File: config.mk
export PLATFORM = sky130hd
export DESIGN_NAME = rc_pulse_to_pwm_duty_unit
export DESIGN_NICKNAME = d
export VERILOG_FILES = /design/src/hdl/rpd_pkg.sv /design/src/hdl/rpd_cfg_regs.sv /design/src/hdl/rpd_ctrl.sv /design/src/hdl/rpd_datapath.sv /design/src/hdl/rc_pulse_to_pwm_duty_unit.sv
export VERILOG_INCLUDE_DIRS = /design/src /design/src/hdl
export SDC_FILE = /design/constraint.sdc
export NUM_CORES = 2
export LEC_CHECK = 0
export BUFFER_PORTS_ARGS = -buffer_cell sky130_fd_sc_hd__buf_4
export CORE_AREA = 2 2 420 338
export CTS_CLUSTER_DIAMETER = 60
export CTS_CLUSTER_SIZE = 40
export DETAILED_ROUTE_END_ITERATION = 10
export DIE_AREA = 0 0 422 340
export PLACE_DENSITY_LB_ADDON = 0.3
export SYNTH_ARGS = -nofsm -noshare
export SYNTH_HDL_FRONTEND = slang
export SYNTH_SLANG_ARGS = --single-unit
File: constraint.sdc
create_clock -name i_clk -period 16.12 [get_ports i_clk]
set_clock_uncertainty 0.05 [all_clocks]
set_input_delay 0.806 -clock i_clk [delete_from_list [all_inputs] [get_ports i_clk]]
set_output_delay 0.806 -clock i_clk [all_outputs]
set_load 0.02 [all_outputs]
File: src/hdl/rc_pulse_to_pwm_duty_unit_macros.svh
// Assertion macros shared by the RC pulse to PWM duty unit
`ifndef RC_PULSE_TO_PWM_DUTY_UNIT_MACROS_SVH
`define RC_PULSE_TO_PWM_DUTY_UNIT_MACROS_SVH

// Same-cycle implication, checked out of reset
`define RPD_ASSERT_NOW(lbl, ante, cons, msg) \
    lbl: assert property (@(posedge i_clk) disable iff (!i_rst_n) \
        (ante) |-> (cons)) else $error(msg);

// Next-cycle implication, checked out of reset
`define RPD_ASSERT_NEXT(lbl, ante, cons, msg) \
    lbl: assert property (@(posedge i_clk) disable iff (!i_rst_n) \
        (ante) |=> (cons)) else $error(msg);

`endif

File: src/hdl/rpd_pkg.sv
// Package: types, constants and register map of the RC pulse to PWM duty unit
`default_nettype none

package rpd_pkg;

    // Field widths
    localparam int PW_W     = 16;   // pulse width in us
    localparam int DUTY_W   = 7;    // duty in percent
    localparam int CMPV_W   = 16;   // PWM compare value
    localparam int CFG_W    = 16;   // wide config registers
    localparam int APB_DW   = 32;
    localparam int APB_AW   = 5;
    localparam int S_TDATA_W = 16;
    localparam int M_TDATA_W = 24;

    // Default counter width of the silence counter
    localparam int COUNT_WIDTH_DEF = 16;

    // Pulse range for linear mode
    localparam logic [PW_W-1:0] PULSE_MIN_US = 16'd1000;
    localparam logic [PW_W-1:0] PULSE_MAX_US = 16'd2000;
    localparam logic [DUTY_W-1:0] DUTY_FULL  = 7'd100;

    // Linear scale: product (width-1000)*max_duty, 10 x 7 bits
    localparam int LIN_D_W    = 10;
    localparam int LIN_PROD_W = LIN_D_W + DUTY_W;

    // Divide by 1000 through a floor reciprocal, one correction step after
    localparam int                DIV1000_SHIFT = 27;
    localparam int                DIV1000_MW    = 18;
    localparam logic [DIV1000_MW-1:0] DIV1000_MUL = 18'd134217;

    // Compare product duty*(period+1) fits 23 bits (100*65536)
    localparam int CMP_PROD_W = 23;
    localparam int CMP_Q_W    = 17;

    // Divide by 100 through a floor reciprocal, one correction step after
    localparam int                DIV100_SHIFT = 30;
    localparam int                DIV100_MW    = 24;
    localparam logic [DIV100_MW-1:0] DIV100_MUL = 24'd10737418;

    // Register reset values
    localparam logic [DUTY_W-1:0] RST_MAX_DUTY = 7'd60;
    localparam logic [CFG_W-1:0]  RST_PERIOD   = 16'd11999;
    localparam logic [CFG_W-1:0]  RST_ON_THR   = 16'd1550;
    localparam logic [CFG_W-1:0]  RST_OFF_THR  = 16'd1450;
    localparam logic [CFG_W-1:0]  RST_TIMEOUT  = 16'd500;

    // Register indexes (byte address / 4)
    typedef enum logic [2:0] {
        REG_DIM_MODE    = 3'd0,
        REG_FAILSAFE_ON = 3'd1,
        REG_MAX_DUTY    = 3'd2,
        REG_PWM_PERIOD  = 3'd3,
        REG_ON_THR      = 3'd4,
        REG_OFF_THR     = 3'd5,
        REG_TIMEOUT     = 3'd6
    } t_reg_idx;

    typedef struct packed {
        logic              dim_mode;
        logic              failsafe_on;
        logic [DUTY_W-1:0] max_duty;
        logic [CFG_W-1:0]  pwm_period;
        logic [CFG_W-1:0]  on_thr;
        logic [CFG_W-1:0]  off_thr;
        logic [CFG_W-1:0]  timeout;
    } t_cfg;

    // Sequencer states
    typedef enum logic [2:0] {
        ST_IDLE,
        ST_SCALE,
        ST_DIV_W,
        ST_UPDATE,
        ST_CMP_MUL,
        ST_CMP_DIV,
        ST_FINISH
    } t_state;

    // Datapath step enables
    typedef struct packed {
        logic load_in;
        logic scale;
        logic div_w;
        logic update;
        logic cmp_mul;
        logic cmp_div;
        logic finish;
    } t_dp_cmd;

endpackage

`default_nettype wire

File: src/hdl/rpd_cfg_regs.sv
// APB register file of the RC pulse to PWM duty unit
`default_nettype none

module rpd_cfg_regs (
    input  wire logic                       i_clk,
    input  wire logic                       i_rst_n,
    input  wire logic                       psel,
    input  wire logic                       penable,
    input  wire logic                       pwrite,
    input  wire logic [rpd_pkg::APB_AW-1:0] paddr,
    input  wire logic [rpd_pkg::APB_DW-1:0] pwdata,
    output logic      [rpd_pkg::APB_DW-1:0] prdata,
    output logic                            pready,
    output rpd_pkg::t_cfg                   o_cfg
);
    import rpd_pkg::*;

    t_cfg     r_cfg;
    t_reg_idx reg_idx;
    logic     wr_en;

    assign reg_idx = t_reg_idx'(paddr[APB_AW-1:2]);
    assign wr_en   = psel && penable && pwrite;
    assign pready  = 1'b1;
    assign o_cfg   = r_cfg;

    // Register writes
    always_ff @(posedge i_clk) begin
        if (!i_rst_n) begin
            r_cfg.dim_mode    <= 1'b0;
            r_cfg.failsafe_on <= 1'b0;
            r_cfg.max_duty    <= RST_MAX_DUTY;
            r_cfg.pwm_period  <= RST_PERIOD;
            r_cfg.on_thr      <= RST_ON_THR;
            r_cfg.off_thr     <= RST_OFF_THR;
            r_cfg.timeout     <= RST_TIMEOUT;
        end else if (wr_en) begin
            unique case (reg_idx)
                REG_DIM_MODE:    r_cfg.dim_mode    <= pwdata[0];
                REG_FAILSAFE_ON: r_cfg.failsafe_on <= pwdata[0];
                REG_MAX_DUTY:    r_cfg.max_duty    <= pwdata[DUTY_W-1:0];
                REG_PWM_PERIOD:  r_cfg.pwm_period  <= pwdata[CFG_W-1:0];
                REG_ON_THR:      r_cfg.on_thr      <= pwdata[CFG_W-1:0];
                REG_OFF_THR:     r_cfg.off_thr     <= pwdata[CFG_W-1:0];
                REG_TIMEOUT:     r_cfg.timeout     <= pwdata[CFG_W-1:0];
                default: ;
            endcase
        end
    end

    // Read mux
    always_comb begin
        unique case (reg_idx)
            REG_DIM_MODE:    prdata = APB_DW'(r_cfg.dim_mode);
            REG_FAILSAFE_ON: prdata = APB_DW'(r_cfg.failsafe_on);
            REG_MAX_DUTY:    prdata = APB_DW'(r_cfg.max_duty);
            REG_PWM_PERIOD:  prdata = APB_DW'(r_cfg.pwm_period);
            REG_ON_THR:      prdata = APB_DW'(r_cfg.on_thr);
            REG_OFF_THR:     prdata = APB_DW'(r_cfg.off_thr);
            REG_TIMEOUT:     prdata = APB_DW'(r_cfg.timeout);
            default:         prdata = '0;
        endcase
    end

endmodule

`default_nettype wire

File: src/hdl/rpd_ctrl.sv
// Sequencer of the RC pulse to PWM duty unit: handshakes and step enables
`default_nettype none

module rpd_ctrl (
    input  wire logic          i_clk,
    input  wire logic          i_rst_n,
    input  wire logic          i_s_valid,
    output logic               o_s_ready,
    output logic               o_m_valid,
    input  wire logic          i_m_ready,
    output rpd_pkg::t_dp_cmd   o_cmd
);
    import rpd_pkg::*;

    t_state r_state, n_state;
    logic   r_m_valid, n_m_valid;
    logic   slot_free;

    assign slot_free = !r_m_valid || i_m_ready;
    assign o_m_valid = r_m_valid;

    // State and output-valid registers
    always_ff @(posedge i_clk) begin
        if (!i_rst_n) begin
            r_state   <= ST_IDLE;
            r_m_valid <= 1'b0;
        end else begin
            r_state   <= n_state;
            r_m_valid <= n_m_valid;
        end
    end

    // Next state and step enables
    always_comb begin
        n_state   = r_state;
        n_m_valid = r_m_valid && !i_m_ready;
        o_s_ready = 1'b0;
        o_cmd     = '0;
        unique case (r_state)
            ST_IDLE: begin
                o_s_ready     = 1'b1;
                o_cmd.load_in = i_s_valid;
                if (i_s_valid) begin
                    n_state = ST_SCALE;
                end
            end
            ST_SCALE: begin
                o_cmd.scale = 1'b1;
                n_state     = ST_DIV_W;
            end
            ST_DIV_W: begin
                o_cmd.div_w = 1'b1;
                n_state     = ST_UPDATE;
            end
            ST_UPDATE: begin
                o_cmd.update = 1'b1;
                n_state      = ST_CMP_MUL;
            end
            ST_CMP_MUL: begin
                o_cmd.cmp_mul = 1'b1;
                n_state       = ST_CMP_DIV;
            end
            ST_CMP_DIV: begin
                o_cmd.cmp_div = 1'b1;
                n_state       = ST_FINISH;
            end
            ST_FINISH: begin
                // wait here until the output register can take the result
                if (slot_free) begin
                    o_cmd.finish = 1'b1;
                    n_m_valid    = 1'b1;
                    n_state      = ST_IDLE;
                end
            end
            default: n_state = ST_IDLE;
        endcase
    end

endmodule

`default_nettype wire

File: src/hdl/rpd_datapath.sv
// Datapath of the RC pulse to PWM duty unit: duty state, scaling, compare value
`default_nettype none

module rpd_datapath #(
    parameter int COUNT_WIDTH = rpd_pkg::COUNT_WIDTH_DEF
) (
    input  wire logic                          i_clk,
    input  wire logic                          i_rst_n,
    input  wire rpd_pkg::t_dp_cmd              i_cmd,
    input  wire rpd_pkg::t_cfg                 i_cfg,
    input  wire logic                          i_new_pulse,
    input  wire logic [rpd_pkg::PW_W-1:0]      i_pulse_width_us,
    output logic      [rpd_pkg::CMPV_W-1:0]    o_compare_value,
    output logic      [rpd_pkg::DUTY_W-1:0]    o_duty_percent,
    output logic                               o_signal_lost
);
    import rpd_pkg::*;

    localparam int CNT_CMP_W = (COUNT_WIDTH > CFG_W) ? COUNT_WIDTH : CFG_W;
    localparam int LIN_MF_W  = LIN_PROD_W + DIV1000_MW;
    localparam int CMP_MF_W  = CMP_PROD_W + DIV100_MW;

    // Item registers
    logic                   r_pulse;
    logic [PW_W-1:0]        r_width;
    logic [LIN_PROD_W-1:0]  r_lin_prod;
    logic [DUTY_W-1:0]      r_lin_q0;
    logic [CMP_PROD_W-1:0]  r_cmp_prod;
    logic [CMP_Q_W-1:0]     r_cmp_q0;

    // Unit state
    logic                   r_switch_on, n_switch_on;
    logic [COUNT_WIDTH-1:0] r_silence, n_silence;
    logic                   r_timed_out, n_timed_out;
    logic [DUTY_W-1:0]      r_held_duty, n_held_duty;

    logic [PW_W-1:0]        width_off;
    logic [LIN_MF_W-1:0]    lin_mul_full;
    logic [LIN_PROD_W-1:0]  lin_back;
    logic [LIN_PROD_W-1:0]  lin_rem;
    logic [DUTY_W:0]        lin_q;
    logic [DUTY_W-1:0]      lin_duty;
    logic [DUTY_W-1:0]      full_duty;
    logic [COUNT_WIDTH-1:0] silence_inc;
    logic [CMP_MF_W-1:0]    cmp_mul_full;
    logic [CMP_PROD_W-1:0]  cmp_back;
    logic [CMP_PROD_W-1:0]  cmp_rem;
    logic [CMP_Q_W-1:0]     cmp_q;
    logic [CMPV_W-1:0]      cmp_sat;

    assign full_duty = (i_cfg.max_duty > DUTY_FULL) ? DUTY_FULL : i_cfg.max_duty;

    // Linear scale and reciprocal divide by 1000
    assign width_off    = r_width - PULSE_MIN_US;
    assign lin_mul_full = LIN_MF_W'(r_lin_prod) * LIN_MF_W'(DIV1000_MUL);
    assign lin_back     = LIN_PROD_W'(r_lin_q0) * LIN_PROD_W'(10'd1000);
    assign lin_rem      = r_lin_prod - lin_back;
    assign lin_q        = {1'b0, r_lin_q0} + (DUTY_W+1)'(lin_rem >= LIN_PROD_W'(1000));
    assign lin_duty     = (lin_q > (DUTY_W+1)'(DUTY_FULL)) ? DUTY_FULL : lin_q[DUTY_W-1:0];

    // Saturating silence count
    assign silence_inc = (&r_silence) ? r_silence : r_silence + 1'b1;

    // State update for one tick
    always_comb begin
        n_switch_on = r_switch_on;
        n_silence   = r_silence;
        n_timed_out = r_timed_out;
        n_held_duty = r_held_duty;
        if (r_pulse) begin
            n_timed_out = 1'b0;
            n_silence   = '0;
            if (i_cfg.dim_mode) begin
                priority if (r_width <= PULSE_MIN_US) begin
                    n_held_duty = '0;
                end else if (r_width >= PULSE_MAX_US) begin
                    n_held_duty = full_duty;
                end else begin
                    n_held_duty = lin_duty;
                end
            end else begin
                // on test first, so crossed thresholds still switch on
                priority if (r_width >= i_cfg.on_thr) begin
                    n_switch_on = 1'b1;
                end else if (r_width < i_cfg.off_thr) begin
                    n_switch_on = 1'b0;
                end else begin
                    n_switch_on = r_switch_on;
                end
                n_held_duty = n_switch_on ? full_duty : '0;
            end
        end else begin
            n_silence = silence_inc;
            if (CNT_CMP_W'(silence_inc) >= CNT_CMP_W'(i_cfg.timeout)) begin
                n_timed_out = 1'b1;
            end
        end
        if (n_timed_out) begin
            n_held_duty = i_cfg.failsafe_on ? full_duty : '0;
        end
    end

    // Compare value: reciprocal divide by 100 with one correction
    assign cmp_mul_full = CMP_MF_W'(r_cmp_prod) * CMP_MF_W'(DIV100_MUL);
    assign cmp_back     = CMP_PROD_W'(r_cmp_q0) * CMP_PROD_W'(7'd100);
    assign cmp_rem      = r_cmp_prod - cmp_back;
    assign cmp_q        = r_cmp_q0 + CMP_Q_W'(cmp_rem >= CMP_PROD_W'(100));
    assign cmp_sat      = cmp_q[CMP_Q_W-1] ? {CMPV_W{1'b1}} : cmp_q[CMPV_W-1:0];

    // State registers
    always_ff @(posedge i_clk) begin
        if (!i_rst_n) begin
            r_switch_on <= 1'b0;
            r_silence   <= '0;
            r_timed_out <= 1'b0;
            r_held_duty <= '0;
        end else if (i_cmd.update) begin
            r_switch_on <= n_switch_on;
            r_silence   <= n_silence;
            r_timed_out <= n_timed_out;
            r_held_duty <= n_held_duty;
        end
    end

    // Work registers, one step each
    always_ff @(posedge i_clk) begin
        if (i_cmd.load_in) begin
            r_pulse <= i_new_pulse;
            r_width <= i_pulse_width_us;
        end
        if (i_cmd.scale) begin
            r_lin_prod <= LIN_PROD_W'(width_off[LIN_D_W-1:0]) * LIN_PROD_W'(i_cfg.max_duty);
        end
        if (i_cmd.div_w) begin
            r_lin_q0 <= lin_mul_full[DIV1000_SHIFT +: DUTY_W];
        end
        if (i_cmd.cmp_mul) begin
            r_cmp_prod <= CMP_PROD_W'(r_held_duty)
                          * CMP_PROD_W'({1'b0, i_cfg.pwm_period} + 17'd1);
        end
        if (i_cmd.cmp_div) begin
            r_cmp_q0 <= cmp_mul_full[DIV100_SHIFT +: CMP_Q_W];
        end
        if (i_cmd.finish) begin
            o_compare_value <= cmp_sat;
            o_duty_percent  <= r_held_duty;
            o_signal_lost   <= r_timed_out;
        end
    end

endmodule

`default_nettype wire

File: src/hdl/rc_pulse_to_pwm_duty_unit.sv
// Top level of the RC pulse to PWM duty unit
//
//  port group      dir  transfer                  payload
//  s_axis_*        in   s_axis_tvalid&tready      tdata: pulse_width_us, tuser: new_pulse
//  m_axis_*        out  m_axis_tvalid&tready      tdata: compare_value, duty_percent
//                                                 tuser: signal_lost
//  APB             in   psel&penable&pwrite       7 registers at 4*index
//
// A new item is taken only in the idle state, so only after the last result is in the output register.
// The sequencer steps two multiply/reciprocal-divide chains
// (duty scale by 1000, then compare by 100) through one datapath.
// A result waits in the output register; a stalled output holds the sequencer
// in its last step. Synchronous active-low reset sets state and config to their reset values.
`default_nettype none
`include "rc_pulse_to_pwm_duty_unit_macros.svh"

module rc_pulse_to_pwm_duty_unit #(
    parameter int COUNT_WIDTH = rpd_pkg::COUNT_WIDTH_DEF
) (
    input  wire logic                            i_clk,
    input  wire logic                            i_rst_n,
    // slave stream
    input  wire logic                            s_axis_tvalid,
    output logic                                 s_axis_tready,
    input  wire logic [rpd_pkg::S_TDATA_W-1:0]   s_axis_tdata,  // [15:0] pulse_width_us
    input  wire logic                            s_axis_tuser,  // [0] new_pulse
    // master stream
    output logic                                 m_axis_tvalid,
    input  wire logic                            m_axis_tready,
    output logic      [rpd_pkg::M_TDATA_W-1:0]   m_axis_tdata,  // [15:0] compare_value,
                                                                // [22:16] duty_percent
    output logic                                 m_axis_tuser,  // [0] signal_lost
    // configuration
    input  wire logic                            psel,
    input  wire logic                            penable,
    input  wire logic                            pwrite,
    input  wire logic [rpd_pkg::APB_AW-1:0]      paddr,
    input  wire logic [rpd_pkg::APB_DW-1:0]      pwdata,
    output logic      [rpd_pkg::APB_DW-1:0]      prdata,
    output logic                                 pready
);
    import rpd_pkg::*;

    t_cfg              cfg;
    t_dp_cmd           cmd;
    logic [CMPV_W-1:0] compare_value;
    logic [DUTY_W-1:0] duty_percent;
    logic              signal_lost;
    logic              in_xfer;
    logic              zero_duty;

    rpd_cfg_regs u_cfg_regs (
        .i_clk   (i_clk),
        .i_rst_n (i_rst_n),
        .psel    (psel),
        .penable (penable),
        .pwrite  (pwrite),
        .paddr   (paddr),
        .pwdata  (pwdata),
        .prdata  (prdata),
        .pready  (pready),
        .o_cfg   (cfg)
    );

    rpd_ctrl u_ctrl (
        .i_clk     (i_clk),
        .i_rst_n   (i_rst_n),
        .i_s_valid (s_axis_tvalid),
        .o_s_ready (s_axis_tready),
        .o_m_valid (m_axis_tvalid),
        .i_m_ready (m_axis_tready),
        .o_cmd     (cmd)
    );

    rpd_datapath #(
        .COUNT_WIDTH (COUNT_WIDTH)
    ) u_datapath (
        .i_clk            (i_clk),
        .i_rst_n          (i_rst_n),
        .i_cmd            (cmd),
        .i_cfg            (cfg),
        .i_new_pulse      (s_axis_tuser),
        .i_pulse_width_us (s_axis_tdata[PW_W-1:0]),
        .o_compare_value  (compare_value),
        .o_duty_percent   (duty_percent),
        .o_signal_lost    (signal_lost)
    );

    // Output packing
    assign m_axis_tdata = {{(M_TDATA_W-CMPV_W-DUTY_W){1'b0}}, duty_percent, compare_value};
    assign m_axis_tuser = signal_lost;

    // Checks
    assign in_xfer   = s_axis_tvalid && s_axis_tready;
    assign zero_duty = m_axis_tvalid && (duty_percent == '0);

    `RPD_ASSERT_NEXT(a_busy_after_in, in_xfer, !s_axis_tready, "input taken while busy")
    `RPD_ASSERT_NOW(a_duty_range, m_axis_tvalid, duty_percent <= DUTY_FULL, "duty above 100")
    `RPD_ASSERT_NOW(a_zero_duty_cmp, zero_duty, compare_value == '0, "zero duty, nonzero cmp")

endmodule

`default_nettype wire
==> out/results.ini <==
[global_routing]
grt_max_degree = 49
antenna_found_initial = 1
grt_use_total_pct = 11.3
grt_pass1_wl_um = 130000
first_global_vias = 23300
overflow = 0

[outcome]
outcome = completed

[placed_design]
dp_hpwl_um = 66000
gp_congestion = 0.824
io_buffers = 84
post_dp_cell_area_um2 = 34600

[pwr]
power.share.switching_pct = 49.3
p_int_w = 0.00316
p_leak_nw = 17.1
power_density_nw_per_um2 = 176
p_switching_w = 0.00308
vdd_drop_max_mv = 0.393
p_seq_share_pct = 11.7
combPwrFrac_pct = 79.5
p_clk_share_pct = 8.8

[worst_setup_path]
crit_path_end_kind = register
crit_family = adder cells
setup.worst_path.class = reg2reg
crit_path_max_fanout = 7
start_kind = register
cpPeakStageDelay_ns = 0.57
cp.arrival_ns = 8.22
worst-path-buf-inv = 2
cp.required_ns = 16.60
crit_slowest_cell = edfxtp_1

[floorplanning]
die-area_um2 = 143000
io_pins = 121
die_x_um = 422
fp.coreArea_um2 = 140000
die-height_um = 340
initial_utilization_pct = 22.8
fp-row-count = 123

[synthesis]
ys_ff_latch = 207
netlist_area_um2 = 31900
yosys_warnings = 0
synth_cell_types = 79
postSynthCellCount = 3383
synth_edf_count = 105
synthArstFlopShare_pct = 0
ys.flop_type = edfxtp_1
seq_area_frac_synth_pct = 16.3
postSynthAreaPerCell_um2 = 9.42

[cts]
postCtsHoldBufs = 0
post_cts_buffers = 0
worstSkewPairLatency_ns = 0.63
cts_tree = done
path_clk_slew_ns = 0.09
htreeDepth = 1
cts-resized-gates = 0
numCtsBuffers = 22
clkSinkCount = 207
cts_root_buffer = clkbuf_16
clockBufferDepth = 3

[drt]
wl_per_cell_um = 15.2
drt-total-wl_um = 80700
first_pass_iters = 5
postRouteAntennaNets = 0
viasPerCell = 4.30
drcViolationCount = 0
drt_iter0_drc = 1078
vias = 22900

[timing]
final-hold-violation-count = 0
finalSetupTns_ns = 0
fmax_mhz = 129
rsz0062_at_grt = no
period_share_pct = 48.0
drv_slew = 0
maxSlewHeadroom_pct = 17.4
worst_slew_pin_slew_ns = 1.23
period_minus_slack_ns = 7.74
setup_viol = 0

[finish]
final_cell_area_um2 = 35400
nets = 4500
layout-drive-gt1-share_pct = 4.76
syn2layout_area_growth_pct = 11.0

[run]
drv_cap = 0

[worst_hold_path]
hold_class = in2reg

[metal layers]
metal / routed length, um / part of all wire, % / up-vias / global-route usage (%)
met4: 986 / 1.2 / 0 / 1.38
met2: 33300 / 41 / 360 / 16.7
met3: 3670 / 4.5 / 56 / 1.77
met5: 0 / 0 / - / 0
met1: 42800 / 53 / 11100 / 17.5
li1: - / - / 11400 / -
[state kept, by name, indices dropped and copies added (netlist names)]
signal,cells
u_datapath.r_lin_prod,17
u_datapath.r_lin_q0,7
u_datapath.r_held_duty,7
u_datapath.o_compare_value,16
u_ctrl.o_m_valid,1
u_datapath.o_duty_percent,7
u_datapath.r_switch_on,1
u_datapath.r_pulse,1
u_datapath.r_cmp_q0,17
u_datapath.r_width,16
u_datapath.o_signal_lost,1
u_ctrl.r_state,3
u_cfg_regs.o_cfg,73
u_datapath.r_silence,16
u_datapath.r_cmp_prod,23
u_datapath.r_timed_out,1
[through the flow]
step	hold WS, ns	cells	setup slack [ns]	total power (W)	utilization [%]
finish	0.309	5325	8.38	0.00624	25.3
global route	0.271	5325	7.74	0.00713	25.3
CTS	0.266	5321	8.33	0.00633	25.3
detailed placement	0.413	5283	8.34	0.00570	24.8
global placement	0.410	5283	8.42	0.00569	24.8
floorplan	0.356	3399	9.24	0.00466	-
[final timing paths]
kind,to,cells past startpoint,slack [ns],startpoint
setup / recovery,u_datapath.r_held_duty[2],29,8.38,u_datapath.r_lin_q0[1]
hold / removal,u_datapath.r_width[14],1,0.31,s_axis_tdata[14]
setup reg to reg,u_datapath.r_held_duty[2],29,8.38,u_datapath.r_lin_q0[1]
hold reg to reg,u_cfg_regs.o_cfg[40],2,0.43,u_cfg_regs.o_cfg[40]
[cell usage in the layout, fill, tap and decap left out, types with 6 or more instances in the layout]
cell type,instances
a31oi_1,23
nand3b_1,6
o21a_1,16
a2111oi_0,10
nor3_1,40
ha_1,634
fa_1,373
buf_4,94
nand2_1,335
or3_1,16
a211o_1,8
nor2b_1,38
edfxtp_1,105
nand2b_1,27
xnor2_1,100
o211ai_1,26
or2_2,7
a211oi_1,18
a21oi_1,156
nor2_1,139
nand4_1,27
and2_1,53
dfxtp_1,102
xor2_1,43
clkbuf_16,23
o21bai_1,13
and3_1,29
o21ai_1,8
nand3_1,61
a22o_1,15
conb_1,18
mux2i_1,23
a22oi_1,16
a221o_1,6
o31ai_1,7
o2bb2ai_1,9
o21ai_0,84
inv_1,604
a21o_1,36
o2111ai_1,6
[cell type report]
class	count	area [um^2]
fillers	15200	104000
multi-input cells	2502	24100
flip-flops and latches	207	5190
well taps	1875	2350
inverters	605	2270
repair buffers	94	706
clock buffers	25	583
clock inverters	13	166
diodes	4	10.0
[power groups by stage]
stage / combinational [W] / sequential (W) / clock [W]
CTS: 0.00503 / 0.000732 / 0.000568
floorplan: 0.00397 / 0.000694 / 0
global route: 0.00581 / 0.000736 / 0.000588
detailed placement: 0.00496 / 0.000743 / 0
finish: 0.00496 / 0.000728 / 0.000549
global placement: 0.00495 / 0.000741 / 0
[synth_stat cells, types with 61 or more instances]
| library cell | instances | area [um^2] |
|---|---|---|
| fa_1 | 373 | 7470 |
| xnor2_1 | 100 | 876 |
| nand2_1 | 335 | 1260 |
| a21oi_1 | 156 | 781 |
| edfxtp_1 | 105 | 3150 |
| nor2_1 | 140 | 526 |
| o21ai_0 | 84 | 420 |
| ha_1 | 634 | 7930 |
| clkbuf_1 | 64 | 240 |
| nand3_1 | 61 | 305 |
| inv_1 | 605 | 2270 |
| dfxtp_1 | 102 | 2040 |
[kinds of logic after synthesis]
family | share of synthesized area [%]
buffers and inverters | 8.37
AO/OA/AOI/OAI | 10.3
AND/OR/NAND/NOR | 11.9
adder cells (fa/ha/maj) | 48.3
XOR/XNOR | 3.93
other | 0.0236
flip-flops | 16.3
multiplexers | 0.899
No activity file was read; power rests on OpenSTA's default activity.
